===== src/sv/fdaf_pkg.sv =====
// shared types and constants for the deframer with address filter and source learning
package fdaf_pkg;

    localparam logic [2:0] EV_HDR_BYTE   = 3'd0;
    localparam logic [2:0] EV_HDR_ACCEPT = 3'd1;
    localparam logic [2:0] EV_HDR_REJECT = 3'd2;
    localparam logic [2:0] EV_DELIVER    = 3'd3;
    localparam logic [2:0] EV_DISCARD    = 3'd4;

    localparam logic [2:0] HDR_LEN    = 3'd0;
    localparam logic [2:0] HDR_CTL_HI = 3'd1;
    localparam logic [2:0] HDR_CTL_LO = 3'd2;
    localparam logic [2:0] HDR_DST_HI = 3'd3;
    localparam logic [2:0] HDR_DST_LO = 3'd4;
    localparam logic [2:0] HDR_SRC_HI = 3'd5;
    localparam logic [2:0] HDR_SRC_LO = 3'd6;

    localparam logic [7:0] CAST_UNI   = 8'h01;
    localparam logic [7:0] CAST_MULTI = 8'h02;
    localparam logic [7:0] CAST_BCAST = 8'hFF;
    localparam logic [7:0] FT_BEACON  = 8'h00;
    localparam logic [7:0] FT_DATA    = 8'h01;
    localparam logic [7:0] FT_ACK     = 8'h02;
    localparam logic [7:0] FT_CMD     = 8'h03;

    // one classified word handed from front to back
    typedef struct packed {
        logic        lookup;
        logic [2:0]  kind;
        logic [7:0]  data;
        logic [7:0]  length;
        logic [15:0] control;
        logic [15:0] dest;
        logic [15:0] source;
        logic        last;
    } word_t;

    typedef struct packed {
        logic [2:0]  event_kind;
        logic [7:0]  data_byte;
        logic [7:0]  frame_length;
        logic [15:0] frame_control;
        logic [15:0] frame_dest;
        logic [15:0] frame_source;
        logic [1:0]  cast_kind;
        logic [2:0]  frame_kind;
        logic        source_new;
        logic        table_full;
        logic        last_of_frame;
    } result_t;

    function automatic logic [1:0] cast_of(input logic [7:0] hi);
        logic [1:0] c;
        unique case (hi)
            CAST_UNI:   c = 2'd1;
            CAST_MULTI: c = 2'd2;
            CAST_BCAST: c = 2'd3;
            default:    c = 2'd0;
        endcase
        return c;
    endfunction

    function automatic logic [2:0] kind_of(input logic [7:0] lo);
        logic [2:0] k;
        unique case (lo)
            FT_BEACON: k = 3'd0;
            FT_DATA:   k = 3'd1;
            FT_ACK:    k = 3'd2;
            FT_CMD:    k = 3'd3;
            default:   k = 3'd4;
        endcase
        return k;
    endfunction

endpackage


===== src/sv/frame_deframer_addr_filter_learn_core.sv =====
// top level of the receive deframer with destination filter and source learning
//
//  channel   signals                          direction
//  config    cfg_we, cfg_wdata                in
//  rx        in_valid/in_ready, rx_byte       in
//  event     out_valid/out_ready, 11 fields   out
//
// header and payload bytes pass through the one-word queue and the result
// register; the last header byte walks the source table in the back end, a ram
// read then a compare per stored entry, before its result is registered.
// reset clears parse state and the table fill count; table contents need no clear.
// the front end fills its one-word queue while the back end stalls, then holds in_ready low.
module frame_deframer_addr_filter_learn_core #(
    parameter int TABLE_DEPTH = 128
) (
    input  logic        clk,
    input  logic        rst_n,
    input  logic        cfg_we,
    input  logic [15:0] cfg_wdata,
    input  logic        in_valid,
    output logic        in_ready,
    input  logic [7:0]  rx_byte,
    output logic        out_valid,
    input  logic        out_ready,
    output logic [2:0]  event_kind,
    output logic [7:0]  data_byte,
    output logic [7:0]  frame_length,
    output logic [15:0] frame_control,
    output logic [15:0] frame_dest,
    output logic [15:0] frame_source,
    output logic [1:0]  cast_kind,
    output logic [2:0]  frame_kind,
    output logic        source_new,
    output logic        table_full,
    output logic        last_of_frame
);
    import fdaf_pkg::*;

    logic    q_valid, q_ready;
    word_t   q_word;
    result_t res;

    fdaf_front u_front (
        .clk(clk), .rst_n(rst_n), .cfg_we(cfg_we), .cfg_wdata(cfg_wdata),
        .in_valid(in_valid), .in_ready(in_ready), .in_byte(rx_byte),
        .q_valid(q_valid), .q_ready(q_ready), .q_word(q_word)
    );

    fdaf_back #(.TABLE_DEPTH(TABLE_DEPTH)) u_back (
        .clk(clk), .rst_n(rst_n), .q_valid(q_valid), .q_ready(q_ready),
        .q_word(q_word), .out_valid(out_valid), .out_ready(out_ready), .out_res(res)
    );

    assign event_kind     = res.event_kind;
    assign data_byte      = res.data_byte;
    assign frame_length   = res.frame_length;
    assign frame_control  = res.frame_control;
    assign frame_dest     = res.frame_dest;
    assign frame_source   = res.frame_source;
    assign cast_kind      = res.cast_kind;
    assign frame_kind     = res.frame_kind;
    assign source_new     = res.source_new;
    assign table_full     = res.table_full;
    assign last_of_frame  = res.last_of_frame;

`ifndef SYNTHESIS
    a_new_full_excl: assert property (@(posedge clk) disable iff (!rst_n)
        out_valid |-> !(source_new && table_full))
        else $error("source_new and table_full together");
    a_flags_on_hdr_end: assert property (@(posedge clk) disable iff (!rst_n)
        (out_valid && (source_new || table_full)) |->
        (event_kind == EV_HDR_ACCEPT || event_kind == EV_HDR_REJECT))
        else $error("learn flags outside header completion");
    a_out_hold: assert property (@(posedge clk) disable iff (!rst_n)
        (out_valid && !out_ready) |=> (out_valid && $stable(data_byte)))
        else $error("result changed while stalled");
`endif
endmodule


===== src/sv/fdaf_ram.sv =====
// generic single-port ram with registered read
module fdaf_ram #(
    parameter int WIDTH = 16,
    parameter int DEPTH = 128
) (
    input  logic                     clk,
    input  logic                     we,
    input  logic [$clog2(DEPTH)-1:0] addr,
    input  logic [WIDTH-1:0]         wdata,
    output logic [WIDTH-1:0]         rdata
);
    logic [WIDTH-1:0] mem [DEPTH];

    always_ff @(posedge clk)
    begin
        if (we)
            mem[addr] <= wdata;
        rdata <= mem[addr];
    end
endmodule


===== src/sv/fdaf_front.sv =====
// front end: header parse, payload phase tracking and destination filter
module fdaf_front (
    input  logic          clk,
    input  logic          rst_n,
    input  logic          cfg_we,
    input  logic [15:0]   cfg_wdata,
    input  logic          in_valid,
    output logic          in_ready,
    input  logic [7:0]    in_byte,
    output logic          q_valid,
    input  logic          q_ready,
    output fdaf_pkg::word_t q_word
);
    import fdaf_pkg::*;

    logic [15:0] own_reg;
    logic [2:0]  hidx_reg, hidx_next;
    logic [7:0]  left_reg, left_next;
    logic [7:0]  len_reg, len_next;
    logic [15:0] ctl_reg, ctl_next, dst_reg, dst_next, src_reg, src_next;
    logic        acc_reg, acc_next;
    logic        qv_reg;
    word_t       qw_reg, qw_next;
    logic        take;

    // one-entry queue toward the back end
    assign in_ready = !qv_reg || q_ready;
    assign take     = in_valid && in_ready;
    assign q_valid  = qv_reg;
    assign q_word   = qw_reg;

    always_comb
    begin
        hidx_next = hidx_reg;
        left_next = left_reg;
        len_next  = len_reg;
        ctl_next  = ctl_reg;
        dst_next  = dst_reg;
        src_next  = src_reg;
        acc_next  = acc_reg;
        qw_next   = '0;
        if (left_reg != 8'd0)
        begin
            left_next    = left_reg - 8'd1;
            qw_next.kind = acc_reg ? EV_DELIVER : EV_DISCARD;
            qw_next.last = (left_next == 8'd0);
        end
        else
        begin
            unique case (hidx_reg)
                HDR_LEN:
                begin
                    len_next = in_byte;
                    ctl_next = '0;
                    dst_next = '0;
                    src_next = '0;
                end
                HDR_CTL_HI: ctl_next[15:8] = in_byte;
                HDR_CTL_LO: ctl_next[7:0]  = in_byte;
                HDR_DST_HI: dst_next[15:8] = in_byte;
                HDR_DST_LO: dst_next[7:0]  = in_byte;
                HDR_SRC_HI: src_next[15:8] = in_byte;
                default:    src_next[7:0]  = in_byte;
            endcase
            if (hidx_reg >= HDR_SRC_LO)
            begin
                acc_next       = (dst_next == own_reg);
                qw_next.kind   = acc_next ? EV_HDR_ACCEPT : EV_HDR_REJECT;
                qw_next.lookup = 1'b1;
                hidx_next      = HDR_LEN;
                left_next      = len_next;
                qw_next.last   = (len_next == 8'd0);
            end
            else
            begin
                hidx_next    = hidx_reg + 3'd1;
                qw_next.kind = EV_HDR_BYTE;
            end
        end
        qw_next.data    = in_byte;
        qw_next.length  = len_next;
        qw_next.control = ctl_next;
        qw_next.dest    = dst_next;
        qw_next.source  = src_next;
    end

    always_ff @(posedge clk or negedge rst_n)
    begin
        if (!rst_n)
        begin
            own_reg  <= '0;
            hidx_reg <= HDR_LEN;
            left_reg <= '0;
            len_reg  <= '0;
            ctl_reg  <= '0;
            dst_reg  <= '0;
            src_reg  <= '0;
            acc_reg  <= 1'b0;
            qv_reg   <= 1'b0;
        end
        else
        begin
            if (cfg_we)
                own_reg <= cfg_wdata;
            if (take)
            begin
                hidx_reg <= hidx_next;
                left_reg <= left_next;
                len_reg  <= len_next;
                ctl_reg  <= ctl_next;
                dst_reg  <= dst_next;
                src_reg  <= src_next;
                acc_reg  <= acc_next;
                qv_reg   <= 1'b1;
            end
            else if (q_ready)
                qv_reg <= 1'b0;
        end
    end

    always_ff @(posedge clk)
    begin
        if (take)
            qw_reg <= qw_next;
    end
endmodule


===== src/sv/fdaf_back.sv =====
// back end: source table walk and append, result register
module fdaf_back #(
    parameter int TABLE_DEPTH = 128
) (
    input  logic            clk,
    input  logic            rst_n,
    input  logic            q_valid,
    output logic            q_ready,
    input  fdaf_pkg::word_t q_word,
    output logic            out_valid,
    input  logic            out_ready,
    output fdaf_pkg::result_t out_res
);
    import fdaf_pkg::*;

    localparam int AW = (TABLE_DEPTH > 1) ? $clog2(TABLE_DEPTH) : 1;

    typedef enum logic [3:0] {
        ST_IDLE = 4'b0001,
        ST_READ = 4'b0010,
        ST_CMP  = 4'b0100,
        ST_OUT  = 4'b1000
    } state_t;

    state_t      state_reg, state_next;
    logic [7:0]  count_reg, count_next;
    logic [7:0]  idx_reg, idx_next;
    word_t       w_reg;
    logic        ov_reg, ov_next;
    result_t     res_reg;
    logic        set_res, res_new, res_full;
    logic        ram_we;
    logic [AW-1:0] ram_addr;
    logic [15:0] ram_rdata;

    fdaf_ram #(.WIDTH(16), .DEPTH(1 << AW)) u_table (
        .clk(clk), .we(ram_we), .addr(ram_addr),
        .wdata(w_reg.source), .rdata(ram_rdata)
    );

    assign out_valid = ov_reg;
    assign out_res   = res_reg;
    // take a word only when idle and the result slot is empty or frees up this cycle
    assign q_ready = (state_reg == ST_IDLE) && (!ov_reg || out_ready);

    always_comb
    begin
        state_next = state_reg;
        count_next = count_reg;
        idx_next   = idx_reg;
        ov_next    = ov_reg && !out_ready;
        set_res    = 1'b0;
        res_new    = 1'b0;
        res_full   = 1'b0;
        ram_we     = 1'b0;
        ram_addr   = idx_reg[AW-1:0];
        unique case (state_reg)
            ST_IDLE:
            begin
                if (q_valid && q_ready && q_word.lookup)
                begin
                    state_next = ST_READ;
                    idx_next   = '0;
                end
            end
            ST_READ:
            begin
                if (idx_reg >= count_reg)
                begin
                    // miss: append or flag a full table
                    if (count_reg < 8'(TABLE_DEPTH))
                    begin
                        ram_we     = 1'b1;
                        count_next = count_reg + 8'd1;
                        res_new    = 1'b1;
                    end
                    else
                        res_full = 1'b1;
                    state_next = ST_OUT;
                end
                else
                    state_next = ST_CMP;
            end
            ST_CMP:
            begin
                if (ram_rdata == w_reg.source)
                    state_next = ST_OUT;
                else
                begin
                    idx_next   = idx_reg + 8'd1;
                    state_next = ST_READ;
                end
            end
            ST_OUT:
            begin
                if (!ov_reg || out_ready)
                begin
                    ov_next    = 1'b1;
                    state_next = ST_IDLE;
                end
            end
            default: state_next = ST_IDLE;
        endcase
        if (state_reg == ST_IDLE && q_valid && q_ready && !q_word.lookup)
            ov_next = 1'b1;
        set_res = 1'b1;
    end

    logic new_hold_reg, full_hold_reg;

    always_ff @(posedge clk or negedge rst_n)
    begin
        if (!rst_n)
        begin
            state_reg     <= ST_IDLE;
            count_reg     <= '0;
            idx_reg       <= '0;
            ov_reg        <= 1'b0;
            new_hold_reg  <= 1'b0;
            full_hold_reg <= 1'b0;
        end
        else
        begin
            state_reg <= state_next;
            count_reg <= count_next;
            idx_reg   <= idx_next;
            ov_reg    <= ov_next;
            if (state_reg == ST_IDLE)
            begin
                new_hold_reg  <= 1'b0;
                full_hold_reg <= 1'b0;
            end
            else if (res_new || res_full)
            begin
                new_hold_reg  <= res_new;
                full_hold_reg <= res_full;
            end
        end
    end

    always_ff @(posedge clk)
    begin
        if (state_reg == ST_IDLE && q_valid && q_ready)
            w_reg <= q_word;
        if (set_res && state_reg == ST_IDLE && q_valid && q_ready && !q_word.lookup)
        begin
            res_reg.event_kind     <= q_word.kind;
            res_reg.data_byte      <= q_word.data;
            res_reg.frame_length   <= q_word.length;
            res_reg.frame_control  <= q_word.control;
            res_reg.frame_dest     <= q_word.dest;
            res_reg.frame_source   <= q_word.source;
            res_reg.cast_kind      <= cast_of(q_word.control[15:8]);
            res_reg.frame_kind     <= kind_of(q_word.control[7:0]);
            res_reg.source_new     <= 1'b0;
            res_reg.table_full     <= 1'b0;
            res_reg.last_of_frame  <= q_word.last;
        end
        else if (state_reg == ST_OUT && (!ov_reg || out_ready))
        begin
            res_reg.event_kind     <= w_reg.kind;
            res_reg.data_byte      <= w_reg.data;
            res_reg.frame_length   <= w_reg.length;
            res_reg.frame_control  <= w_reg.control;
            res_reg.frame_dest     <= w_reg.dest;
            res_reg.frame_source   <= w_reg.source;
            res_reg.cast_kind      <= cast_of(w_reg.control[15:8]);
            res_reg.frame_kind     <= kind_of(w_reg.control[7:0]);
            res_reg.source_new     <= new_hold_reg;
            res_reg.table_full     <= full_hold_reg;
            res_reg.last_of_frame  <= w_reg.last;
        end
    end
endmodule

===== config.mk =====
export PLATFORM = sky130hd
export DESIGN_NAME = frame_deframer_addr_filter_learn_core
export DESIGN_NICKNAME = d
export VERILOG_FILES = /design/src/sv/fdaf_pkg.sv /design/src/sv/frame_deframer_addr_filter_learn_core.sv /design/src/sv/fdaf_ram.sv /design/src/sv/fdaf_front.sv /design/src/sv/fdaf_back.sv
export SDC_FILE = /design/constraint.sdc
export NUM_CORES = 2
export LEC_CHECK = 0
export BUFFER_PORTS_ARGS = -buffer_cell sky130_fd_sc_hd__buf_4
export CORE_UTILIZATION = 45
export DETAILED_ROUTE_END_ITERATION = 7
export HOLD_SLACK_MARGIN = 0.1
export PLACE_DENSITY_LB_ADDON = 0.05
export SETUP_SLACK_MARGIN = 0.15
export SYNTH_ARGS = -nofsm -noshare
export SYNTH_HDL_FRONTEND = slang
export SYNTH_SLANG_ARGS = --single-unit

===== constraint.sdc =====
create_clock -name clk -period 9.2 [get_ports clk]
set_clock_uncertainty 0.2 [all_clocks]
set_input_delay 1.38 -clock clk [delete_from_list [all_inputs] [get_ports clk]]
set_output_delay 1.38 -clock clk [all_outputs]
set_load 0.03 [all_outputs]

==> summary.txt <==
Power and ir drop
  – Net load switching power: 7680 uW
  – Cell Pwr Density: 268 nW/um2
  – Leak: 0.0331 uW
  – Clock power frac: 36.0%
  – Register share of total power: 50.7%
  – Part of the power in combinational logic: 13.3%
  – Sw Ratio: 27.2%
  – Internal Power: 20,500 uW
  – Maximum VDD drop: 0.000346 V

Clocking
  – Postcts setup bufs: 0
  – Clock Latency Late Sink: 0.92 ns
  – CTS hold repair buffers: 0
  – Clk sink count: 2,384
  – Reg clk slew, reported paths: 0.06 ns
  – CTS resizes: 0
  – CTS Root Cell: clkbuf_16
  – CTS tree: built
  – Max Root-Sink Buffers: 4
  – Inserted Clock Buffers: 276
  – H-tree levels: 5

Layout
  – Filler cell count: 16,700
  – Largest register FFs: 2,048
  – Final core utilization: 51.8%
  – Largest Register: u_back.u_table.mem
  – Nets: 5,913
  – Synthesis-to-layout area growth: 13.9%
  – Share of layout cells above drive strength 1: 15.6%

Worst setup path
  – Stages on worst setup path: 10
  – Reg2reg end: u_back.u_table.rdata[1]$_DFF_P_
  – Setup crit start: u_back.idx_reg[0]$_DFFE_PN0P_
  – Crit-path leading delay family: buffers and inverters
  – FF-to-FF Start: u_back.idx_reg[0]$_DFFE_PN0P_
  – Crit path to: u_back.u_table.rdata[1]$_DFF_P_
  – Req. time, crit path: 9.81 ns
  – Slowest cell on the critical path: a221oi_1
  – CP cell instances: buf_4 -> buf_12 -> nor2b_4 -> buf_4 -> buf_12 -> a221o_1 -> o21ai_0 -> a221oi_1 -> nor4_2 -> o311ai_0
  – Crit path DAT: 6.23 ns
  – R2R cell count: 10
  – Flop2flop setup slack: 3.58 ns
  – Crit. End Element: flip-flop
  – Critical path launch point type: flip-flop
  – Kind of critical path: reg2reg
  – Critical-path maximum fanout: 78
  – Buffers and inverters on the worst path: 4
  – Critical path's largest stage delay: 1.38 ns

Synth
  – Synth Flop Type: edfxtp_1
  – Area contributors post-synth: edfxtp_1 (74%), dfrtp_1 (2.9%), a22oi_1 (2.1%), a221oi_1 (2.0%), nand2_1 (1.7%)
  – Post-synth top area share: 73.5%
  – Synthesized area per cell: 16.3 um2
  – Post-synth EDFFs: 2,258
  – Post-synthesis cell type count: 84
  – Syn Inst Count: 5,654
  – Mapped Nets: 5,700
  – Yosys reg bits: 2,384
  – Async SR Flop Fraction: 4.53%
  – Synth Cell Area: 92,200 um2
  – Seq/Total Area, Yosys: 76.8%
  – Largest area contributor in the netlist: edfxtp_1
  – YS warnings: 0

STA
  – Setup_tns: 0 ns
  – Slew headroom: -12.1%
  – Worst-Margin Slew: 1.68 ns
  – Final worst-path cycle share: 61.1%
  – Final Hold Fails: 0
  – FMAX: 0.178 GHz
  – Slew Viols, Final: 1
  – Final Critical Period: 5.62 ns
  – Final setup viols: 0
  – RSZ-0062 raised after global routing: false

Global route
  – Vias in the first global route: 54,700
  – Gr usage total: 30.8%
  – First-pass GRT wire length: 445 mm
  – Grt ovf: 0
  – Largest net degree at the start of global routing: 131
  – Initial antenna violation count: 18

Route
  – Routed WL per cell: 36.9 um
  – DRC viols: 0
  – Vias post-DR: 57,400
  – Pre-antenna DRT Iters: 7
  – Vias/cell: 6.56
  – Post-DRT Antenna Nets: 0
  – Starting DRC count in detailed routing: 8,129
  – Final wirelength: 322 mm

Place
  – RD Place Congestion: 0.900
  – Post-DP HPWL: 189 mm
  – Port bufs: 105

Die
  – Initial Util: 45.5%
  – Row cnt: 165
  – Die X: 455 um
  – I/O pins: 106
  – DIE HEIGHT: 455 um
  – Core area: 203,000 um2
  – Die area: 207,000 um2

Flow run
  – # Max-Cap Violations: 0

Worst hold path
  – Worst hold path type: reg2reg

Outcome
  – Violated checks: max-slew violations
  – Status: finished, violations left
-- logic make-up (layout without fill, tap and decap cells) --
group | count (synthesis) | after routing | share of synthesized area (%)
flops | 2384 | 2384 | 76.8
compound gates | 1571 | 1571 | 12.6
simple gates | 939 | 939 | 4.48
buf+inv | 450 | 856 | 2.15
mux | 247 | 247 | 3.25
xor+xnor | 46 | 46 | 0.437
fa+ha+maj | 17 | 17 | 0.231
other cells | 0 | 7 | 0
-- power groups by stage --
stage,Combinational [uW],Sequential [uW],Clock (uW)
2_1_floorplan,916,15400,0
3_3_place_gp,3680,14500,0
3_5_place_dp,3750,14500,0
4_1_cts,3750,14300,10300
5_1_grt,3910,14300,10700
6_report,3740,14300,10200
-- cell usage after synthesis, types with 15 or more instances --
master and number:
a21o_1 15, a21oi_1 221, a221o_1 46, a221oi_1 209
a222oi_1 106, a22o_1 167, a22oi_1 254, a31oi_1 59
buf_1 59, buf_2 137, buf_4 29, clkbuf_1 196
dfrtp_1 107, dfxtp_1 18, edfxtp_1 2258, ha_1 17
inv_1 26, mux2_2 98, mux2i_1 117, mux4_2 32
nand2_1 413, nand3_1 32, nand4_1 25, nor2_1 272
nor2b_1 43, nor3_1 45, nor4_1 25, o211ai_1 15
o21ai_0 201, o221ai_1 20, o22ai_1 96, o31ai_1 15
o32ai_1 21, or3_1 18, xnor2_1 29, xor2_1 17
-- through the flow --
| step | worst slack (ns) | instance area, um2 | std cells | hold slack [ns] | total power (uW) |
|---|---|---|---|---|---|
| finish | 3.58 | 105000 | 8739 | 0.243 | 28200 |
| global route | 3.73 | 105000 | 8735 | 0.252 | 28900 |
| CTS | 3.87 | 105000 | 8732 | 0.242 | 28300 |
| detailed placement | 3.89 | 96900 | 8261 | 0.238 | 18300 |
| global placement | 3.42 | 96900 | 8259 | 0.230 | 18200 |
| floorplan | 1.39 | 92200 | 5654 | 0.227 | 16300 |
-- final cells by class --
cell class | count | area (um2) | share of cell area (%)
sequential | 2384 | 70900 | 67.5
multi-input combinational | 2820 | 19700 | 18.7
inverter | 27 | 114 | 0.108
clock inverter | 100 | 643 | 0.612
tap | 2672 | 3340 | 3.18
clock buffer | 371 | 7500 | 7.14
antenna | 7 | 17.5 | 0.0167
timing repair buffer | 358 | 2870 | 2.73
-- worst register-to-register path: stages (launching register included) --
cell	delay, ns
dfrtp_4	0.65
buf_4	0.46
buf_12	0.48
nor2b_4	0.33
buf_4	0.61
buf_12	0.46
a221o_1	0.22
o21ai_0	0.08
a221oi_1	1.38
nor4_2	0.41
o311ai_0	0.24
-- placed cells by master, fill, tap and decap left out, types with 106 or more instances in the layout --
master	synthesis	routed
a21oi_1	221	221
a221oi_1	209	209
a222oi_1	106	106
a22o_1	167	167
a22oi_1	254	254
buf_4	29	342
clkbuf_16	0	283
edfxtp_1	2258	2258
mux2i_1	117	117
nand2_1	413	410
nor2_1	272	228
o21ai_0	201	200
-- worst min-delay path by stage --
stage	start	slack (ns)	cells after the start	to
global route	u_front.q_word[64]$_DFFE_PP_	0.25	0	u_back.w_reg[64]$_DFFE_PP_
floorplan	u_front.q_word[0]$_DFFE_PP_	0.23	0	u_back.w_reg[0]$_DFFE_PP_
CTS	u_front.q_word[64]$_DFFE_PP_	0.24	0	u_back.w_reg[64]$_DFFE_PP_
detailed placement	u_front.q_word[4]$_DFFE_PP_	0.24	0	u_back.w_reg[4]$_DFFE_PP_
finish	u_front.q_word[64]$_DFFE_PP_	0.24	0	u_back.w_reg[64]$_DFFE_PP_
global placement	u_front.q_word[11]$_DFFE_PP_	0.23	0	u_back.w_reg[11]$_DFFE_PP_
-- routing by layer --
metal	global-route usage, %	up-vias	share of wire (%)
li1	-	23400	-
met1	42.9	30100	40
met2	47.7	3133	46
met3	5.27	659	8.8
met4	13.6	10	4.9
met5	0	-	0.026
Power figures use the tool's default switching activity.
